--- src/timed_command_queue_core_assert.svh ---
// Assertion macros for the timed command queue core
`ifndef TIMED_COMMAND_QUEUE_CORE_ASSERT_SVH
`define TIMED_COMMAND_QUEUE_CORE_ASSERT_SVH

// same-cycle implication
`define TCQ_ASSERT_IMP(label, ante, cons) \
    label: assert property (@(posedge clk) disable iff (!rst_n) (ante) |-> (cons)) \
        else $error("timed command queue check failed");

// next-cycle implication
`define TCQ_ASSERT_NXT(label, ante, cons) \
    label: assert property (@(posedge clk) disable iff (!rst_n) (ante) |=> (cons)) \
        else $error("timed command queue check failed");

`endif

--- src/tcq_pkg.sv ---
package tcq_pkg;

    localparam int unsigned QUEUE_DEPTH = 16;
    localparam int unsigned MAX_RESULTS = 16;
    localparam int unsigned PTR_W       = $clog2(QUEUE_DEPTH);
    localparam int unsigned CNT_W       = $clog2(QUEUE_DEPTH + 1);
    localparam int unsigned NREL_W      = $clog2(MAX_RESULTS + 1);

    typedef logic [PTR_W-1:0]  ptr_t;
    typedef logic [CNT_W-1:0]  cnt_t;
    typedef logic [NREL_W-1:0] nrel_t;

    localparam logic REQ_INSERT = 1'b0;
    localparam logic REQ_TICK   = 1'b1;

    localparam logic [1:0] KIND_ACCEPTED = 2'd0;
    localparam logic [1:0] KIND_REJECTED = 2'd1;
    localparam logic [1:0] KIND_RELEASED = 2'd2;

    typedef struct packed {
        logic        req_type;
        logic [31:0] release_time;
        logic [7:0]  service_code;
        logic [7:0]  subservice_code;
        logic [15:0] cmd_tag;
    } req_t;

    typedef struct packed {
        logic [1:0]  result_kind;
        logic [31:0] out_time;
        logic [7:0]  out_service;
        logic [7:0]  out_subservice;
        logic [15:0] out_tag;
        logic        last_of_run;
    } result_t;

    typedef struct packed {
        logic [31:0] entry_time;
        logic [7:0]  entry_service;
        logic [7:0]  entry_subservice;
        logic [15:0] entry_handle;
    } entry_t;

    typedef enum logic [2:0] {
        ST_IDLE,
        ST_INS_CMP,
        ST_INS_PUT,
        ST_TICK_CMP,
        ST_TICK_LAST
    } state_t;

    function automatic ptr_t ptr_inc(input ptr_t p);
        return (p == PTR_W'(QUEUE_DEPTH - 1)) ? '0 : p + 1'b1;
    endfunction

    function automatic ptr_t ptr_dec(input ptr_t p);
        return (p == '0) ? PTR_W'(QUEUE_DEPTH - 1) : p - 1'b1;
    endfunction

endpackage

--- src/timed_command_queue_core.sv ---
// Timed command queue: holds up to QUEUE_DEPTH commands in a circular buffer sorted by
// release second (equal seconds keep arrival order). A request is taken when start is
// high and busy is low; epoch_we writes epoch_data, which the user must do only while
// the core is idle: the core does not enforce it. Results appear on result for exactly
// one cycle with result_valid high and must be taken then: the receiver cannot stall.
// An insert is answered accepted or rejected (full). An accepted insert moves each stored
// entry later than the new one one slot toward the tail, one entry per cycle, since one
// comparator and one memory port are shared. A tick releases every due head entry, one
// result per cycle (at most MAX_RESULTS per tick), marking the last with last_of_run.
// Each result is registered and appears in the cycle after the compare that decides it.
`include "timed_command_queue_core_assert.svh"

module timed_command_queue_core
    import tcq_pkg::*;
(
    input  logic        clk,
    input  logic        rst_n,
    input  logic        start,
    output logic        busy,
    input  req_t        request,
    input  logic        epoch_we,
    input  logic [31:0] epoch_data,
    output logic        result_valid,
    output result_t     result
);

    entry_t  mem [QUEUE_DEPTH];
    entry_t  rd_data_reg;
    ptr_t    rd_addr;
    logic    mem_we;
    ptr_t    mem_waddr;
    entry_t  mem_wdata;

    state_t      state_reg, state_next;
    cnt_t        count_reg, count_next;
    cnt_t        remain_reg, remain_next;
    ptr_t        head_reg, head_next;
    ptr_t        tail_reg, tail_next;
    ptr_t        wpos_reg, wpos_next;
    nrel_t       nrel_reg, nrel_next;
    logic [31:0] elapsed_reg, elapsed_next;
    logic [31:0] epoch_reg;
    logic [31:0] key_reg, key_next;
    entry_t      newent_reg, newent_next;
    entry_t      pend_reg, pend_next;
    result_t     result_reg, result_next;
    logic        result_valid_reg, result_valid_next;
    logic        le;

    assign busy         = (state_reg != ST_IDLE);
    assign result_valid = result_valid_reg;
    assign result       = result_reg;

    // shared comparator
    assign le = (rd_data_reg.entry_time <= key_reg);

    always_ff @(posedge clk)
    begin
        if (mem_we)
        begin
            mem[mem_waddr] <= mem_wdata;
        end
        rd_data_reg <= mem[rd_addr];
    end

    always_ff @(posedge clk or negedge rst_n)
    begin
        if (!rst_n)
        begin
            state_reg        <= ST_IDLE;
            count_reg        <= '0;
            head_reg         <= '0;
            tail_reg         <= '0;
            nrel_reg         <= '0;
            elapsed_reg      <= '0;
            epoch_reg        <= '0;
            result_valid_reg <= 1'b0;
        end
        else
        begin
            state_reg        <= state_next;
            count_reg        <= count_next;
            head_reg         <= head_next;
            tail_reg         <= tail_next;
            nrel_reg         <= nrel_next;
            elapsed_reg      <= elapsed_next;
            result_valid_reg <= result_valid_next;
            if (epoch_we)
            begin
                epoch_reg <= epoch_data;
            end
        end
    end

    always_ff @(posedge clk)
    begin
        remain_reg <= remain_next;
        wpos_reg   <= wpos_next;
        key_reg    <= key_next;
        newent_reg <= newent_next;
        pend_reg   <= pend_next;
        result_reg <= result_next;
    end

    always_comb
    begin
        state_next        = state_reg;
        count_next        = count_reg;
        remain_next       = remain_reg;
        head_next         = head_reg;
        tail_next         = tail_reg;
        wpos_next         = wpos_reg;
        nrel_next         = nrel_reg;
        elapsed_next      = elapsed_reg;
        key_next          = key_reg;
        newent_next       = newent_reg;
        pend_next         = pend_reg;
        result_next       = '0;
        result_valid_next = 1'b0;
        rd_addr           = head_reg;
        mem_we            = 1'b0;
        mem_waddr         = wpos_reg;
        mem_wdata         = newent_reg;

        unique case (state_reg)
            ST_IDLE:
            begin
                if (start)
                begin
                    if (request.req_type == REQ_INSERT)
                    begin
                        if (count_reg == CNT_W'(QUEUE_DEPTH))
                        begin
                            result_valid_next       = 1'b1;
                            result_next.result_kind = KIND_REJECTED;
                            result_next.last_of_run = 1'b1;
                        end
                        else
                        begin
                            key_next                     = request.release_time;
                            newent_next.entry_time       = request.release_time;
                            newent_next.entry_service    = request.service_code;
                            newent_next.entry_subservice = request.subservice_code;
                            newent_next.entry_handle     = request.cmd_tag;
                            count_next  = count_reg + 1'b1;
                            tail_next   = ptr_inc(tail_reg);
                            wpos_next   = tail_reg;
                            remain_next = count_reg;
                            if (count_reg == '0)
                            begin
                                state_next = ST_INS_PUT;
                            end
                            else
                            begin
                                rd_addr    = ptr_dec(tail_reg);
                                state_next = ST_INS_CMP;
                            end
                        end
                    end
                    else
                    begin
                        key_next     = epoch_reg + elapsed_reg;
                        elapsed_next = elapsed_reg + 32'd1;
                        nrel_next    = '0;
                        if (count_reg != '0)
                        begin
                            rd_addr    = head_reg;
                            state_next = ST_TICK_CMP;
                        end
                    end
                end
            end

            ST_INS_CMP:
            begin
                mem_we = 1'b1;
                if (!le)
                begin
                    // move the later entry one slot toward the tail
                    mem_wdata   = rd_data_reg;
                    wpos_next   = ptr_dec(wpos_reg);
                    remain_next = remain_reg - 1'b1;
                    if (remain_reg == CNT_W'(1))
                    begin
                        state_next = ST_INS_PUT;
                    end
                    else
                    begin
                        rd_addr = ptr_dec(ptr_dec(wpos_reg));
                    end
                end
                else
                begin
                    result_valid_next       = 1'b1;
                    result_next.result_kind = KIND_ACCEPTED;
                    result_next.last_of_run = 1'b1;
                    state_next              = ST_IDLE;
                end
            end

            ST_INS_PUT:
            begin
                mem_we                  = 1'b1;
                result_valid_next       = 1'b1;
                result_next.result_kind = KIND_ACCEPTED;
                result_next.last_of_run = 1'b1;
                state_next              = ST_IDLE;
            end

            ST_TICK_CMP:
            begin
                if (nrel_reg != '0)
                begin
                    result_valid_next          = 1'b1;
                    result_next.result_kind    = KIND_RELEASED;
                    result_next.out_time       = pend_reg.entry_time;
                    result_next.out_service    = pend_reg.entry_service;
                    result_next.out_subservice = pend_reg.entry_subservice;
                    result_next.out_tag        = pend_reg.entry_handle;
                    result_next.last_of_run    = !le;
                end
                if (le)
                begin
                    // hold the due head until the next compare decides its mark
                    pend_next  = rd_data_reg;
                    head_next  = ptr_inc(head_reg);
                    count_next = count_reg - 1'b1;
                    nrel_next  = nrel_reg + 1'b1;
                    if ((count_reg == CNT_W'(1)) || (nrel_reg == NREL_W'(MAX_RESULTS - 1)))
                    begin
                        state_next = ST_TICK_LAST;
                    end
                    else
                    begin
                        rd_addr = ptr_inc(head_reg);
                    end
                end
                else
                begin
                    state_next = ST_IDLE;
                end
            end

            ST_TICK_LAST:
            begin
                result_valid_next          = 1'b1;
                result_next.result_kind    = KIND_RELEASED;
                result_next.out_time       = pend_reg.entry_time;
                result_next.out_service    = pend_reg.entry_service;
                result_next.out_subservice = pend_reg.entry_subservice;
                result_next.out_tag        = pend_reg.entry_handle;
                result_next.last_of_run    = 1'b1;
                state_next                 = ST_IDLE;
            end

            default:
            begin
                state_next = ST_IDLE;
            end
        endcase
    end

    `TCQ_ASSERT_IMP(a_count_bound, 1'b1, count_reg <= CNT_W'(QUEUE_DEPTH))
    `TCQ_ASSERT_NXT(a_full_reject,
        start && !busy && (request.req_type == REQ_INSERT)
            && (count_reg == CNT_W'(QUEUE_DEPTH)),
        result_valid && (result.result_kind == KIND_REJECTED))
    `TCQ_ASSERT_NXT(a_empty_tick,
        start && !busy && (request.req_type == REQ_TICK) && (count_reg == '0),
        !result_valid && !busy)
    `TCQ_ASSERT_NXT(a_run_continues, result_valid && !result.last_of_run, result_valid)

endmodule
--- config.mk ---
export PLATFORM = sky130hd
export DESIGN_NAME = timed_command_queue_core
export DESIGN_NICKNAME = d
export VERILOG_FILES = /design/src/tcq_pkg.sv /design/src/timed_command_queue_core.sv
export VERILOG_INCLUDE_DIRS = /design/src /design/src/src
export SDC_FILE = /design/constraint.sdc
export NUM_CORES = 2
export LEC_CHECK = 0
export BUFFER_PORTS_ARGS = -buffer_cell sky130_fd_sc_hd__buf_2
export CAP_MARGIN = 20
export CORE_MARGIN = 8
export CORE_UTILIZATION = 65
export DETAILED_ROUTE_END_ITERATION = 8
export GPL_ROUTABILITY_DRIVEN = 0
export MAX_ROUTING_LAYER = met4
export PLACE_DENSITY = 0.93
export SLEW_MARGIN = 20
export SYNTH_ARGS = -nofsm -noshare
export SYNTH_HDL_FRONTEND = slang
export SYNTH_SLANG_ARGS = --single-unit
--- constraint.sdc ---
create_clock -name clk -period 10.93 [get_ports clk]
set_input_delay 0.5465 -clock clk [delete_from_list [all_inputs] [get_ports clk]]
set_output_delay 0.5465 -clock clk [all_outputs]
set_load 0.05 [all_outputs]
# --- Yosys cells after proc, flatten, opt, wreduce, memory -nomap -nowiden ---
# Memory sizes are Yosys's and may differ from the RTL's. A register that Yosys moved wholly into a read port is not among the register bits.
# Index checks and enable logic that the tools add are counted.
classes:
  order_cmp: 1
  add_sub_neg: 11
  n_bitwise: 2
  n_reduce_logical: 22
  mux: 63
  eq_ne: 21
ops:
  columns: ["cell", "count"]
  rows:
  - ["$mux W64", 2]
  - ["$pmux W64 S2", 1]
  - ["$mux W4", 17]
  - ["$mux W67", 1]
  - ["$mux W32", 2]
  - ["$mux W5", 11]
  - ["$add A32 B1 Y32 const B", 1]
  - ["$add A32 B32 Y32", 1]
  - ["$le A32 B32 Y1", 1]
  - ["$pmux W5 S2", 3]
  - ["$mux W3", 8]
  - ["$reduce_and A5 Y1", 3]
  - ["$ne A2 B2 Y1 const B", 7]
  - ["$logic_not A4 Y1", 3]
  - ["$ne A3 B3 Y1 const B", 4]
  - ["$pmux W4 S3", 1]
  - ["$sub A4 B1 Y4 const B", 3]
  - ["$mux W1", 11]
  - ["$add A5 B1 Y5 const B", 2]
  - ["$eq A5 B1 Y1 const B", 2]
  - ["$reduce_bool A5 Y1", 2]
  - ["$sub A5 B1 Y5 const B", 2]
  - ["$pmux W3 S3", 1]
  - ["$add A4 B1 Y4 const B", 2]
  - ["21 further kinds", 29]
totals:
  word_cells: 146
  output_inout_bits: 69
  memories: 1
  ram_bits: 1024
  ff_bits: 322
memory_table:
  columns: ["memory", "depth", "word_bits", "rd", "rd_clocked_by_memory_dff", "write_ports", "line_no", "rtl"]
  rows:
  - ["mem", 16, 64, 1, 1, 1, "timed_command_queue_core.sv:27", "entry_t mem [QUEUE_DEPTH];"]

# --- Longest topological paths before layout ---
depth:
  word_depth: 7
  ltp_mapped: 17
  ltp_nobuf: 15

# --- Worst setup path after synthesis ---
# Ideal clock, no wire load.
synth_timing:
  path_kind: "register to register"
  startpoint: "reg state_reg[1]"
  endpoint: "mem mem[0][0] (netlist name) (enable)"
  slack_ns: 4.965
  stages_incl_launch_ff: 6
  t_arrival_ns: 5.401
  required_time_ns: 10.365
  n_path_buf: 1
  path_cell_list: "dfrtp_1 clkbuf_1 xnor2_1 nor2_1 nand2_1 nor3_1"
synth_between:
  elab_chain_len: 5
synth_lines:
  columns: ["element", "line_no", "rtl"]
  rows:
  - ["from (decl)", "timed_command_queue_core.sv:34", "state_t state_reg, state_next;"]
  - ["from (signal assigned)", "timed_command_queue_core.sv:81", "state_reg <= state_next;"]
  - ["$eq A3 B1 Y1 / $eq A3 B2 Y1 (equally long branches)", "timed_command_queue_core.sv:125", "unique case (state_reg)"]
  - ["$reduce_or A2 Y1 (no line) *", null, null]
  - ["$mux W1 *", "timed_command_queue_core.sv:125", null]
  - ["$mux W1 *", "timed_command_queue_core.sv:59", "if (mem_we)"]
  - ["$mux W1 (implied by the code) *", "timed_command_queue_core.sv:61", "mem[mem_waddr] <= mem_wdata;"]
  - ["to (decl)", "timed_command_queue_core.sv:27", null]
# Every way passes the cells marked *; elsewhere a longest branch is shown, timed or not.

# --- Worst setup path after layout ---
layout_timing:
  startpoint: "reg key_reg[23]"
  endpoint: "reg, netlist name rd_data_reg[57]"
layout_between:
  elab_chain_len: 3
layout_lines:
  columns: ["element", "line_no", "rtl"]
  rows:
  - ["from (decl)", "timed_command_queue_core.sv:43", "logic [31:0] key_reg, key_next;"]
  - ["from (signal assigned)", "timed_command_queue_core.sv:99", "key_reg <= key_next;"]
  - ["$le A32 B32 Y1 *", "timed_command_queue_core.sv:55", "assign le = (rd_data_reg.entry_time <= key_reg);"]
  - ["$mux W4, on equally long branches", "timed_command_queue_core.sv:222, timed_command_queue_core.sv:177", null]
  - ["$pmux W4 S3 *", "timed_command_queue_core.sv:125", null]
# Marked as above.
# A chain may end at the register's enable or synchronous reset.

==> run_results.csv <==
group,metric,value,unit
logic_synthesis,syn_area,0.0548,mm^2
route,num_vias,32000,
critical_path,endpoint,"rd_data_reg[57]",
power_and_ir_drop,pwr-share-seq,38.9,%
place,hpwl,71.2,mm
finish,drive_gt1_share,15.7,%
finish,instances_no_fill,4700,
power_and_ir_drop,p_comb_share,37.4,%
power_and_ir_drop,switching_share,37.2,%
logic_synthesis,synthArstFlopShare,6.10,%
sta,finClkSkew,0.0366,ns
power_and_ir_drop,power_density,313,mW/mm^2
logic_synthesis,yosys.area.top_type,"edfxtp_1",
finish,largest_register_ffs,1024,
power_and_ir_drop,clkPwrFrac,23.7,%
logic_synthesis,synth_cell_types,65,
logic_synthesis,ys_top_cells_by_area,"edfxtp_1 (65%), mux2i_1 (9.5%), dfxtp_1 (4.8%), dfrtp_1 (3.9%), mux2_2 (2.5%)",
sta,period_share,59.2,%
logic_synthesis,yosys_warnings,0,
logic_synthesis,synth-seq-cells,1410,
global_route,grt_antenna_before_repair,4,
cts,ctsRootBufferMaster,"clkbuf_16",
critical_path,r2r-start,"key_reg[23]",
critical_path,critPathMaxFanout,156,
finish,postLayoutCoreUtil,73.7,%
finish,mostFrequentLayoutCell,"edfxtp_1",
route,vias_per_cell,6.81,
finish,regArea,0.0406,mm^2
power_and_ir_drop,ir_drop,0.750,mV
die,rows,106,
critical_path,cp-end-kind,"register",
power_and_ir_drop,internal_power,12100,uW
critical_path,worst-endpoint-required,11.46,ns
cts,cts_buffer_depth,3,
outcome,outcome,"complete, no violations",
cts,clk_pin_slew_worst_paths,0.06,ns
cts,cts_tree,"built",
finish,fill_cells,4372,
finish,layout_common_cells,"edfxtp_1 (1193), mux2i_1 (519), o22ai_1 (196)",
critical_path,regToRegSetupSlack,4.46,ns
hold_path,hold_class,"input pin to register",
cts,numCtsBuffers,133,
power_and_ir_drop,switching_power,7180,uW
finish,multi_input_area,0.0134,mm^2
die,die_y,306,um
finish,fin_nets,3688,
global_route,grt_max_degree,157,
critical_path,r2r-end,"rd_data_reg[57]",
logic_synthesis,synth_top_cell_area_share,65.4,%
sta,period_needed,6.47,ns
logic_synthesis,yosysSeqAreaShare,74.1,%
sta,rsz0062_at_grt,"false",
critical_path,cp-startpoint,"key_reg[23]",
critical_path,critical_path_class,"register to register",
die,start_util,65.6,%
die,core,0.0836,mm^2
place,placed_cells,4402,
route,final_antenna_net_count,0,
route,wl_per_cell,29.7,um
sta,worst_slew_margin_rel,18.9,%
logic_synthesis,syn_inst,3256,
critical_path,arrival,7.00,ns
route,drc,0,
die,io_pins,170,
sta,setup_violations,0,
die,design.die.area,0.0938,mm^2
global_route,grt_pass1_wl,203,mm
place,io_buffers,169,
cts,htree_levels,4,
job,drv_cap,0,
global_route,grt_pass1_vias,33300,
route,drt-pass1-iter-count,6,
global_route,overflow,0,
route,drt-total-wl,139,mm
global_route,grt_usage,29.9,%
sta,finalHoldViolations,0,
critical_path,worstSetupStartpointType,"register",
finish,syn2layout_area_growth,12.5,%
sta,worst_pin_slew,1.22,ns
sta,fmax,0.154,GHz
logic_synthesis,synth_fp_nets,3439,
critical_path,worstRegToRegCells,15,
power_and_ir_drop,p_leak,0.0221,uW
cts,cts.sinks,1410,
logic_synthesis,synth_area_per_cell,16.8,um^2
cts,clk_latency,0.76,ns
sta,maxSlewViolCount,0,
cts,cts-resized-gates,0,
logic_synthesis,synth_flop_cell,"edfxtp_1",
sta,tns,0,ns
logic_synthesis,synth-edff-count,1193,
die,die_w,306,um
route,dr.first_iter.drc_count,4613,
==> power by group through the flow <==
stage,Sequential [uW],Combinational (uW),Clock (uW)
after floorplan,7550,4730,0
after global placement,7500,6440,0
after detailed placement,7560,6720,0
after CTS,7480,6980,4560
after global routing,7540,7440,4760
final,7500,7210,4570
==> how the worst min path moves through the flow <==
stage | startpoint | end | slack (ns) | depth (start not counted)
after global placement | rst_n | epoch_reg[25] | 0.39 | 1
after global routing | request[51] | newent_reg[51] | 0.01 | 1
after floorplan | rst_n | count_reg[0] | 0.25 | 0
after detailed placement | rst_n | epoch_reg[25] | 0.40 | 1
final | request[36] | newent_reg[36] | 0.03 | 1
after CTS | request[61] | newent_reg[61] | 0.0002 | 1
==> layer usage <==
metal	vias to the layer above	GRT usage, %	wire length, um	part of all wire, %
met3	647	6.29	16500	12
met1	15600	35.6	47400	34
met4	0	15.0	7860	5.6
li1	13200	-	-	-
met2	2566	48.5	67700	49
met5	-	-	0	0
==> synthesized netlist by cell type (4+ instances only) <==
library cell  count
a211oi_1          5
a21o_1           26
a21oi_1          56
a31oi_1           8
and2_1           68
and3_1            9
and4_1            6
buf_2            64
buf_4             5
buf_6             6
clkbuf_1         69
dfrtp_1          86
dfxtp_1         131
edfxtp_1       1193
ha_1             81
inv_1            64
mux2_2          124
mux2i_1         519
nand2_1          98
nand2b_1          9
nand3_1          28
nand4_1          14
nor2_1           57
nor2b_1          11
nor3_1           72
o21a_1            4
o21ai_0          42
o21bai_1          7
o221ai_1         63
o22ai_1         196
o31ai_1           5
xnor2_1          49
xor2_1           27
==> kinds of logic (layout without fill, tap and decap cells) <==
group / after synthesis / count (layout) / share of synthesized area (%)
buffers and inverters: 212 / 571 / 1.72
adders and majority gates: 82 / 82 / 1.89
DFF: 1410 / 1410 / 74.1
xor gates and xnor gates: 76 / 76 / 1.22
and+or+nand+nor: 391 / 391 / 3.64
muxes: 643 / 643 / 12.0
AOI/OAI and AO/OA: 442 / 442 / 5.40
other: 0 / 5 / 0
==> worst max-delay path, cell delays in order, from the launching register on <==
cell       delay (ns)
edfxtp_1         0.36
inv_1            0.07
ha_1             0.26
a21oi_1          0.19
o21ai_0          0.14
a2bb2oi_1        0.51
a221oi_1         0.23
a21oi_2          0.36
mux2i_1          0.31
a221o_4          0.78
buf_12           0.83
buf_4            0.80
mux2i_1          0.34
o22ai_1          0.16
nor3_1           0.37
o221ai_1         0.31
==> stage by stage <==
step	total power [uW]	setup WS (ns)	area, um^2	hold WS (ns)
2_1_floorplan	12300	4.96	54800	0.251
3_3_place_gp	13900	5.03	56800	0.393
3_5_place_dp	14300	4.86	56800	0.396
4_1_cts	19000	4.58	61600	0.000195
5_1_grt	19700	4.29	61600	0.0115
6_report	19300	4.46	61600	0.0312
==> what timing repair did <==
item	in CTS	in global routing
hold buffers	48	0
buffers inserted	0	0
hold endpoints to repair	59	0
==> final cells by class <==
type	instances	share of cell area (%)
multi-input cells	1634	21.8
inverters	65	0.398
diodes	5	0.0203
clock buffers	184	6.01
flip-flops and latches	1410	65.9
clock inverters	61	0.967
well taps	1080	2.19
repair buffers	261	2.75
Power figures use the tool's default switching activity.
